===== config.mk =====
export PLATFORM = sky130hd
export DESIGN_NAME = modbus_pdu_parser
export DESIGN_NICKNAME = d
export VERILOG_FILES = /design/src/hw/rtl/mpp_pkg.sv /design/src/hw/rtl/mpp_decode.sv /design/src/hw/rtl/mpp_res_fifo.sv /design/src/hw/rtl/modbus_pdu_parser.sv
export VERILOG_INCLUDE_DIRS = /design/src /design/src/hw/rtl
export SDC_FILE = /design/constraint.sdc
export NUM_CORES = 1
export LEC_CHECK = 0
export BUFFER_PORTS_ARGS = -buffer_cell sky130_fd_sc_hd__clkbuf_2
export CAP_MARGIN = 20
export CORE_ASPECT_RATIO = 0.9
export CORE_UTILIZATION = 53
export DETAILED_ROUTE_END_ITERATION = 7
export PLACE_DENSITY = 0.73
export SLEW_MARGIN = 5
export SYNTH_ARGS = -nofsm -noshare
export SYNTH_HDL_FRONTEND = slang
export SYNTH_SLANG_ARGS = --single-unit

===== constraint.sdc =====
create_clock -name clk -period 8.2 [get_ports clk]
set_input_delay 0.82 -clock clk [delete_from_list [all_inputs] [get_ports clk]]
set_output_delay 0.82 -clock clk [all_outputs]
set_load 0.01 [all_outputs]

===== src/hw/rtl/modbus_pdu_parser_defines.svh =====
// assertion macros for the modbus pdu parser
// no dependencies; expects clk and rst in the scope of each use
`ifndef MODBUS_PDU_PARSER_DEFINES_SVH
`define MODBUS_PDU_PARSER_DEFINES_SVH

// same-cycle implication, checked out of reset
`define MPP_ASSERT_NOW(lbl, ante, cons, msg) \
  lbl: assert property (@(posedge clk) disable iff (rst) (ante) |-> (cons)) else $error(msg);

// next-cycle implication, checked out of reset
`define MPP_ASSERT_NEXT(lbl, ante, cons, msg) \
  lbl: assert property (@(posedge clk) disable iff (rst) (ante) |=> (cons)) else $error(msg);

`endif


===== src/hw/rtl/mpp_pkg.sv =====
// shared types, codes and helper functions of the modbus pdu parser
// no dependencies
package mpp_pkg;

  // header bytes kept per pdu and saturation point of the byte position
  localparam int unsigned HDR_KEEP = 11;
  localparam logic [8:0] IDX_MAX = 9'd511;

  // default depth of the result queue
  localparam int unsigned MPP_RES_DEPTH = 4;

  // status codes
  localparam logic [1:0] ST_OK      = 2'd0;
  localparam logic [1:0] ST_SHORT   = 2'd1;
  localparam logic [1:0] ST_UNSUPP  = 2'd2;

  // function codes
  localparam logic [7:0] FC_RD_COILS  = 8'd1;
  localparam logic [7:0] FC_RD_DISC   = 8'd2;
  localparam logic [7:0] FC_RD_HOLD   = 8'd3;
  localparam logic [7:0] FC_RD_INPUT  = 8'd4;
  localparam logic [7:0] FC_WR_COIL   = 8'd5;
  localparam logic [7:0] FC_WR_REG    = 8'd6;
  localparam logic [7:0] FC_WR_COILS  = 8'd15;
  localparam logic [7:0] FC_WR_REGS   = 8'd16;
  localparam logic [7:0] FC_MASK_WR   = 8'd22;
  localparam logic [7:0] FC_RDWR_REGS = 8'd23;

  // pdu format kinds
  localparam logic [3:0] K_NONE   = 4'd0;
  localparam logic [3:0] K_RDREQ  = 4'd1;
  localparam logic [3:0] K_SINGLE = 4'd2;
  localparam logic [3:0] K_WRREQ  = 4'd3;
  localparam logic [3:0] K_WRRSP  = 4'd4;
  localparam logic [3:0] K_MASK   = 4'd5;
  localparam logic [3:0] K_WRRD   = 4'd6;
  localparam logic [3:0] K_RDRSP  = 4'd7;
  localparam logic [3:0] K_EXC    = 4'd8;

  // one result item
  typedef struct packed {
    logic        is_summary;
    logic [1:0]  status;
    logic [7:0]  func_code;
    logic [7:0]  except_code;
    logic [15:0] address_a;
    logic [15:0] value_a;
    logic [15:0] address_b;
    logic [15:0] value_b;
    logic [7:0]  data_len;
    logic [8:0]  frame_len;
    logic [7:0]  payload_byte;
    logic        last_of_run;
  } result_t;

  // results produced by one item, handed to the queue
  typedef struct packed {
    logic [1:0] count;
    result_t    res0;
    result_t    res1;
  } push_t;

  // format kind from function code and mode
  function automatic logic [3:0] classify(input logic [7:0] fc, input logic mode);
    logic [3:0] k;
    k = K_NONE;
    if (mode && fc[7]) begin
      k = K_EXC;
    end else begin
      case (fc) inside
        FC_RD_COILS, FC_RD_DISC, FC_RD_HOLD, FC_RD_INPUT: k = mode ? K_RDRSP : K_RDREQ;
        FC_WR_COIL, FC_WR_REG:                            k = K_SINGLE;
        FC_WR_COILS, FC_WR_REGS:                          k = mode ? K_WRRSP : K_WRREQ;
        FC_MASK_WR:                                       k = K_MASK;
        FC_RDWR_REGS:                                     k = mode ? K_RDRSP : K_WRRD;
        default:                                          k = K_NONE;
      endcase
    end
    return k;
  endfunction

  // minimum pdu length of a format
  function automatic logic [3:0] min_len(input logic [3:0] k);
    logic [3:0] m;
    case (k) inside
      K_EXC:          m = 4'd2;
      K_RDRSP:        m = 4'd3;
      K_WRREQ, K_MASK: m = 4'd7;
      K_WRRD:         m = 4'd11;
      default:        m = 4'd5;
    endcase
    return m;
  endfunction

  // offset of the first payload byte, zero when the format has none
  function automatic logic [3:0] payload_start(input logic [3:0] k);
    logic [3:0] s;
    case (k)
      K_RDRSP: s = 4'd2;
      K_WRREQ: s = 4'd6;
      K_WRRD:  s = 4'd10;
      default: s = 4'd0;
    endcase
    return s;
  endfunction

endpackage


===== src/hw/rtl/mpp_decode.sv =====
// combinational decode of one pdu byte into payload and summary results
// depends on mpp_pkg
module mpp_decode
  import mpp_pkg::*;
(
  input  logic [7:0] hdr [HDR_KEEP],
  input  logic [8:0] byte_index,
  input  logic [7:0] pdu_byte,
  input  logic       end_of_pdu,
  input  logic       response_mode,
  output push_t      push
);

  always_comb begin
    logic [7:0]  hdr_w [HDR_KEEP];
    logic [3:0]  kind;
    logic [3:0]  hs;
    logic [7:0]  dlen;
    logic [8:0]  rel;
    logic        pay;
    logic [9:0]  len;
    result_t     pres;
    result_t     sres;

    // header as it stands with this byte written
    for (int i = 0; i < HDR_KEEP; i++) begin
      hdr_w[i] = ((byte_index < 9'(HDR_KEEP)) && (byte_index[3:0] == 4'(i))) ?
                 pdu_byte : hdr[i];
    end

    kind = classify(hdr_w[0], response_mode);
    hs   = payload_start(kind);

    // declared data length byte of the format
    case (kind)
      K_RDRSP: dlen = hdr_w[1];
      K_WRREQ: dlen = hdr_w[5];
      K_WRRD:  dlen = hdr_w[9];
      default: dlen = 8'd0;
    endcase

    // payload window check
    rel = byte_index - {5'd0, hs};
    pay = (hs != 4'd0) && (byte_index >= {5'd0, hs}) && (rel < {1'b0, dlen});

    pres              = '0;
    pres.func_code    = hdr_w[0];
    pres.payload_byte = pdu_byte;
    pres.last_of_run  = !end_of_pdu;

    // summary fields per format
    len             = {1'b0, byte_index} + 10'd1;
    sres            = '0;
    sres.is_summary = 1'b1;
    sres.func_code  = hdr_w[0];
    sres.last_of_run = 1'b1;
    if (kind == K_NONE) begin
      sres.status = ST_UNSUPP;
    end else if (len < {6'd0, min_len(kind)}) begin
      sres.status = ST_SHORT;
    end else begin
      case (kind)
        K_EXC: begin
          sres.except_code = hdr_w[1];
          sres.frame_len   = 9'd2;
        end
        K_RDRSP: begin
          sres.data_len  = hdr_w[1];
          sres.frame_len = 9'd2 + {1'b0, hdr_w[1]};
        end
        K_WRREQ: begin
          sres.address_a = {hdr_w[1], hdr_w[2]};
          sres.value_a   = {hdr_w[3], hdr_w[4]};
          sres.data_len  = hdr_w[5];
          sres.frame_len = 9'd6 + {1'b0, hdr_w[5]};
        end
        K_MASK: begin
          sres.address_a = {hdr_w[1], hdr_w[2]};
          sres.value_a   = {hdr_w[3], hdr_w[4]};
          sres.value_b   = {hdr_w[5], hdr_w[6]};
          sres.frame_len = 9'd7;
        end
        K_WRRD: begin
          sres.address_a = {hdr_w[1], hdr_w[2]};
          sres.value_a   = {hdr_w[3], hdr_w[4]};
          sres.address_b = {hdr_w[5], hdr_w[6]};
          sres.value_b   = {hdr_w[7], hdr_w[8]};
          sres.data_len  = hdr_w[9];
          sres.frame_len = 9'd10 + {1'b0, hdr_w[9]};
        end
        default: begin
          sres.address_a = {hdr_w[1], hdr_w[2]};
          sres.value_a   = {hdr_w[3], hdr_w[4]};
          sres.frame_len = 9'd5;
        end
      endcase
    end

    // order: payload first, then summary
    push = '0;
    if (pay) begin
      push.res0  = pres;
      push.res1  = sres;
      push.count = end_of_pdu ? 2'd2 : 2'd1;
    end else begin
      push.res0  = sres;
      push.res1  = sres;
      push.count = end_of_pdu ? 2'd1 : 2'd0;
    end
  end

endmodule


===== src/hw/rtl/mpp_res_fifo.sv =====
// small result queue taking up to two items per cycle and giving one per cycle unless out_stall is high
// depends on mpp_pkg
module mpp_res_fifo
  import mpp_pkg::*;
#(
  parameter int unsigned DEPTH = MPP_RES_DEPTH
) (
  input  logic                         clk,
  input  logic                         rst,
  input  push_t                        push,
  output logic                         room2,
  output logic [$clog2(DEPTH+1)-1:0]   count,
  output logic                         out_valid,
  input  logic                         out_stall,
  output result_t                      head
);

  localparam int unsigned PW = (DEPTH > 2) ? $clog2(DEPTH) : 1;
  localparam int unsigned CW = $clog2(DEPTH + 1);
  localparam logic [PW-1:0] LAST_PTR = PW'(DEPTH - 1);

  result_t       entries [DEPTH];
  logic [PW-1:0] rd_ptr;
  logic [PW-1:0] wr_ptr;
  logic [PW-1:0] wr_ptr1;
  logic [PW-1:0] wr_ptr2;
  logic [PW-1:0] rd_ptr_next;
  logic [CW-1:0] count_next;
  logic          pop;

  // pointer steps with explicit wrap
  assign wr_ptr1     = (wr_ptr == LAST_PTR) ? '0 : wr_ptr + PW'(1);
  assign wr_ptr2     = (wr_ptr1 == LAST_PTR) ? '0 : wr_ptr1 + PW'(1);
  assign rd_ptr_next = (rd_ptr == LAST_PTR) ? '0 : rd_ptr + PW'(1);

  assign out_valid  = (count != '0);
  assign pop        = out_valid && !out_stall;
  assign head       = entries[rd_ptr];
  assign room2      = (count <= CW'(DEPTH - 2));
  assign count_next = count + CW'(push.count) - CW'(pop);

  // storage writes
  always_ff @(posedge clk) begin
    if (push.count != 2'd0) begin
      entries[wr_ptr] <= push.res0;
    end
    if (push.count == 2'd2) begin
      entries[wr_ptr1] <= push.res1;
    end
  end

  // pointers and fill count
  always_ff @(posedge clk) begin
    if (rst) begin
      rd_ptr <= '0;
      wr_ptr <= '0;
      count  <= '0;
    end else begin
      count <= count_next;
      if (pop) begin
        rd_ptr <= rd_ptr_next;
      end
      case (push.count)
        2'd1:    wr_ptr <= wr_ptr1;
        2'd2:    wr_ptr <= wr_ptr2;
        default: wr_ptr <= wr_ptr;
      endcase
    end
  end

endmodule


===== src/hw/rtl/modbus_pdu_parser.sv =====
// Modbus PDU parser, byte-serial.
// Input channel: pdu_byte with end_of_pdu on the final byte, in_valid/in_stall.
// An item is taken when in_valid is high and in_stall is low.
// Output channel: one result item per transfer, out_valid/out_stall; each input
// byte gives no result, one payload result, a summary result, or a payload
// result followed by the summary when the final byte is also payload.
// last_of_run marks the final result caused by an input byte.
// Config: response_mode written through cfg_valid/cfg_ready (ready is always
// high); write it only while no PDU byte is in flight.
// Timing: a taken byte waits in the input register, is decoded, and its results
// pass through the result queue to the outputs. Throughput is one byte per cycle
// while in_stall is low; a final payload byte gives two results, which the
// single-result output port drains from the result queue (depth RES_DEPTH). The
// input register holds while the queue has fewer than two free entries.
// Reset (rst, synchronous) clears the byte position, kept header bytes, mode
// and the queue. When the receiver stalls, results wait in the queue and,
// once it is nearly full, in_stall rises.
// depends on mpp_pkg, mpp_decode, mpp_res_fifo, modbus_pdu_parser_defines.svh
`include "modbus_pdu_parser_defines.svh"

module modbus_pdu_parser
  import mpp_pkg::*;
#(
  parameter int unsigned RES_DEPTH = MPP_RES_DEPTH
) (
  input  logic        clk,
  input  logic        rst,
  // configuration
  input  logic        cfg_valid,
  output logic        cfg_ready,
  input  logic        response_mode,
  // input items
  input  logic        in_valid,
  output logic        in_stall,
  input  logic [7:0]  pdu_byte,
  input  logic        end_of_pdu,
  // result items
  output logic        out_valid,
  input  logic        out_stall,
  output logic        is_summary,
  output logic [1:0]  status,
  output logic [7:0]  func_code,
  output logic [7:0]  except_code,
  output logic [15:0] address_a,
  output logic [15:0] value_a,
  output logic [15:0] address_b,
  output logic [15:0] value_b,
  output logic [7:0]  data_len,
  output logic [8:0]  frame_len,
  output logic [7:0]  payload_byte,
  output logic        last_of_run
);

  logic        resp_mode;
  logic        stage_valid;
  logic        stage_valid_next;
  logic [7:0]  stage_byte;
  logic        stage_end;
  logic [8:0]  byte_index;
  logic [7:0]  hdr [HDR_KEEP];
  logic        accept;
  logic        fire;
  logic        room2;
  logic [$clog2(RES_DEPTH+1)-1:0] res_count;
  push_t       push;
  push_t       push_q;
  result_t     head;

  assign cfg_ready = 1'b1;

  // mode register
  always_ff @(posedge clk) begin
    if (rst) begin
      resp_mode <= 1'b0;
    end else if (cfg_valid && cfg_ready) begin
      resp_mode <= response_mode;
    end
  end

  // input register handshake
  assign fire             = stage_valid && room2;
  assign in_stall         = stage_valid && !fire;
  assign accept           = in_valid && !in_stall;
  assign stage_valid_next = accept ? 1'b1 : (fire ? 1'b0 : stage_valid);

  always_ff @(posedge clk) begin
    if (rst) begin
      stage_valid <= 1'b0;
    end else begin
      stage_valid <= stage_valid_next;
    end
  end

  always_ff @(posedge clk) begin
    if (accept) begin
      stage_byte <= pdu_byte;
      stage_end  <= end_of_pdu;
    end
  end

  // per-pdu state: byte position and kept header bytes
  always_ff @(posedge clk) begin
    if (rst) begin
      byte_index <= '0;
      for (int i = 0; i < HDR_KEEP; i++) begin
        hdr[i] <= '0;
      end
    end else if (fire) begin
      if (stage_end) begin
        byte_index <= '0;
        for (int i = 0; i < HDR_KEEP; i++) begin
          hdr[i] <= '0;
        end
      end else begin
        if (byte_index < 9'(HDR_KEEP)) begin
          hdr[byte_index[3:0]] <= stage_byte;
        end
        byte_index <= (byte_index < IDX_MAX) ? byte_index + 9'd1 : IDX_MAX;
      end
    end
  end

  // decode of the held byte
  mpp_decode u_decode (
    .hdr           (hdr),
    .byte_index    (byte_index),
    .pdu_byte      (stage_byte),
    .end_of_pdu    (stage_end),
    .response_mode (resp_mode),
    .push          (push)
  );

  // results go to the queue only when the byte is consumed
  always_comb begin
    push_q = push;
    if (!fire) begin
      push_q.count = 2'd0;
    end
  end

  mpp_res_fifo #(
    .DEPTH (RES_DEPTH)
  ) u_res_fifo (
    .clk       (clk),
    .rst       (rst),
    .push      (push_q),
    .room2     (room2),
    .count     (res_count),
    .out_valid (out_valid),
    .out_stall (out_stall),
    .head      (head)
  );

  // result fields
  assign is_summary   = head.is_summary;
  assign status       = head.status;
  assign func_code    = head.func_code;
  assign except_code  = head.except_code;
  assign address_a    = head.address_a;
  assign value_a      = head.value_a;
  assign address_b    = head.address_b;
  assign value_b      = head.value_b;
  assign data_len     = head.data_len;
  assign frame_len    = head.frame_len;
  assign payload_byte = head.payload_byte;
  assign last_of_run  = head.last_of_run;

  // checks
  `MPP_ASSERT_NOW(a_queue_bound, 1'b1, res_count <= ($clog2(RES_DEPTH+1))'(RES_DEPTH), "result queue overflow")
  `MPP_ASSERT_NEXT(a_end_clears, fire && stage_end, byte_index == 9'd0 && hdr[0] == 8'd0, "pdu state not cleared after final byte")
  `MPP_ASSERT_NOW(a_summary_last, out_valid && is_summary, last_of_run, "summary result not marked last")

endmodule


==> run_results.csv <==
group,metric,value,unit
run,maxCapViolCount,0,
yosys,avgSynthCellArea,12.4,sq um
grt,grt.total_usage,0.272,
power_and_ir_drop,ir_drop,0.219,mV
clock_network,cts_root_buf,"clkbuf_16",
die,fp-row-count,76,
yosys,synth-main-ff-cell,"edfxtp_1",
yosys,synth_mux_area_frac,0.130,
yosys,synth_top_family_by_area,"simple AND/OR/NAND/NOR gates",
yosys,syn_nets,2138,
die,die_area,49700,sq um
yosys,ys_ff_latch,545,
yosys,async_flop_share,0,
placement,dpl.cell_count,2701,
routing,wl_per_cell,23.8,um
yosys,ys_seq_area_frac,0.579,
critical_path,crit_path_end,"u_res_fifo.entries[2][48]",
placement,dp_hpwl,40900,um
yosys,ys_types,65,
placement,io_buffer_count,125,
power_and_ir_drop,p_leak,0.00940,uW
routing,drc,0,
die,start_util,0.539,
yosys,postSynthCellCount,2086,
cells_and_area,syn_to_final_growth,11.4,%
yosys,synth.most_common_cell,"edfxtp_1",
timing,maxSlewHeadroom,0.241,
critical_path,reg2regPathDepth,24,
grt,antenna_found_initial,0,
die,io_pins,127,
yosys,synth-compound-area-share,0.0686,
critical_path,path_max_fanout,41,
timing,grt_setup_unrepaired,"no",
yosys,synth-xor-area-share,0.00982,
yosys,ys_warn_count,0,
run_status,status,"finished, final reports clean",
clock_network,clkLatencyLatePin,630,ps
power_and_ir_drop,pwr_density_cell,229,nW/um^2
timing,tns,0,ps
timing,setup_viol_count_final,0,
cells_and_area,final-instance-count-excl-fill,2804,
routing,drt_wl_total,66800,um
critical_path,arrival,7980,ps
routing,ant_nets,0,
timing,slew_viol_final,0,
yosys,synthTopCellsByCount,"edfxtp_1 (405), nor3_1 (308), nor2_1 (245), dfxtp_1 (140), mux4_2 (109)",
routing,vias,17800,
yosys,yosys.area_share.simple,0.155,
timing,clock.fmax,0.131,GHz
timing,fin_crit_sh,0.934,
yosys,synth_area_leaders,"edfxtp_1 (47%), dfxtp_1 (11%), mux4_2 (9.5%)",
clock_network,cts.sink_count,545,
routing,viasPerCell,6.36,
critical_path,ff2ff_setup_slack,540,ps
grt,grt_overflow,0,
clock_network,cts_htree_levels,2,
clock_network,clk_pin_slew_worst_paths,60,ps
cells_and_area,final_util,0.600,
critical_path,endpoint_kind,"flip-flop",
grt,grt_pass1_wl,104000,um
cells_and_area,antenna_cells,0,
routing,dr.first_iter.drc_count,1757,
placement,routabilityCongestion,0.965,
cells_and_area,layout-drive-gt1-share,0.217,
cells_and_area,fin_nets,2188,
grt,grt_pass1_vias,17900,
yosys,synth_adder_area_share,0.0185,
critical_path,path_class,"reg -> reg",
timing,finClkSkew,34.8,ps
die,die_h,212,um
timing,finalHoldViolations,0,
critical_path,r2r-end,"u_res_fifo.entries[2][48]",
routing,drt-pass1-iter-count,5,
yosys,synth_edf_count,405,
clock_network,cts_buffers,55,
clock_network,cts_tree,"built",
timing,tightestPinTransition,1140,ps
timing,period_minus_slack,7660,ps
min_path,hold_path.class,"in -> reg",
die,die_w,235,um
cells_and_area,num-fill-cells,3741,
critical_path,crit_start,"byte_index[0]",
grt,grt_max_degree,99,
die,core-area,48000,sq um
clock_network,cts-hold-fix-buffers,0,
critical_path,start_kind,"flip-flop",
yosys,synth_top_area_share,0.470,
critical_path,r2r-start,"byte_index[0]",
clock_network,max-clock-path-buffers,3,
yosys,syn-cell-area,25900,sq um
yosys,synth_area_leader_cell,"edfxtp_1",
critical_path,critPathRequiredTime,8520,ps
[logic make-up (layout without fill, tap and decap cells)]
family,after synthesis,count (layout)
AO/OA/AOI/OAI,261,261
flip-flops,545,545
buffers and inverters,228,322
adder cells (fa/ha/maj),37,37
AND/OR/NAND/NOR,786,786
XOR/XNOR,29,29
other,1,1
multiplexers,199,199
[sequential cells by signal, summed over array words and instances (netlist names), 2 cells and up, named ones only]
name	cells
u_res_fifo.entries	436
hdr	80
byte_index	9
stage_byte	8
u_res_fifo.count	3
u_res_fifo.rd_ptr	2
u_res_fifo.wr_ptr	2
[layout make-up]
class                           instances  area, sq um  area share
Inverter                               36          150     0.00521
Sequential cell                       545        15000       0.520
Clock buffer                           75         1490      0.0518
Tap cell                              624          781      0.0271
Timing Repair Buffer                  184         1230      0.0427
Timing Repair inverter                  1         5.00    0.000174
Clock inverter                         26          216     0.00752
Multi-Input combinational cell       1313         9950       0.346
[cell usage in the layout (no fill, tap or decap), types with 8 or more instances in the layout]
cell and count:
nor2_1 245, o22a_1 19, mux2i_1 84, nor3_1 308, nor3_2 71, a32o_1 33, nand3_1 23, mux4_2 109
xnor2_1 17, buf_12 13, buf_4 46, a21oi_1 107, clkinv_2 8, edfxtp_1 405, nand2_1 66, ha_1 35
dfxtp_1 138, and2_1 9, clkbuf_2 124, clkbuf_16 56, nor2b_1 8, a21o_1 15, nand2b_1 14, o21ai_0 16
a211oi_1 8, or3_1 9, inv_1 29, xor2_1 12, clkinv_1 11, clkbuf_1 17
[repair_timing]
item / CTS / global route
setup endpoints to repair: 0 / 79
resized for setup: 0 / 1
buffers inserted: 0 / 0
[how the worst min path moves through the flow]
stage	from	endpoint	slack, ps	cells past startpoint
floorplan	u_res_fifo.entries[2][108]	u_res_fifo.entries[2][108]	420	2
global placement	u_res_fifo.entries[1][7]	u_res_fifo.entries[1][7]	440	1
detailed placement	u_res_fifo.entries[2][108]	u_res_fifo.entries[2][108]	450	2
CTS	pdu_byte[6]	stage_byte[6]	360	1
global route	pdu_byte[7]	stage_byte[7]	380	1
finish	pdu_byte[6]	stage_byte[6]	380	1
[power by group]
part,internal (uW),switching (uW)
Clock,1370,1050
Sequential,3020,90.2
Combinational,470,609
Total,4860,1750
[per-stage QoR]
| step | total power [uW] | area, sq um | hold slack, ps | setup WS [ps] |
|---|---|---|---|---|
| 6_report | 6610 | 28800 | 384 | 539 |
| 5_1_grt | 6820 | 28800 | 376 | 76.6 |
| 4_1_cts | 6650 | 28800 | 361 | 507 |
| 3_5_place_dp | 4260 | 27100 | 445 | 556 |
| 3_3_place_gp | 4260 | 27100 | 442 | 725 |
| 2_1_floorplan | 3880 | 25900 | 418 | 7.01 |
[per-layer routing]
metal | part of all wire | vias to the layer above | GRT usage
met5 | 0 | - | 0
met4 | 0.025 | 0 | 0.0892
met3 | 0.077 | 124 | 0.0488
met2 | 0.49 | 763 | 0.458
met1 | 0.41 | 8972 | 0.359
li1 | - | 7987 | -
[worst max-delay path, stage by stage (launching register included)]
cell and delay, ps:
dfxtp_1 420, inv_1 130, ha_1 330, or3b_1 550, nor3_2 530, mux2_2 310, a2111oi_0 120, a221oi_2 470
ha_1 260, inv_1 60, fa_1 470, a211oi_1 300, xor2_1 220, ha_1 290, a221o_1 320, nor3_1 160
o211a_1 290, ha_1 270, and3_1 180, inv_1 80, ha_1 190, nand2b_1 250, and2_1 340, clkinvlp_4 430
buf_12 320
No activity file was read; power rests on OpenSTA's default activity.
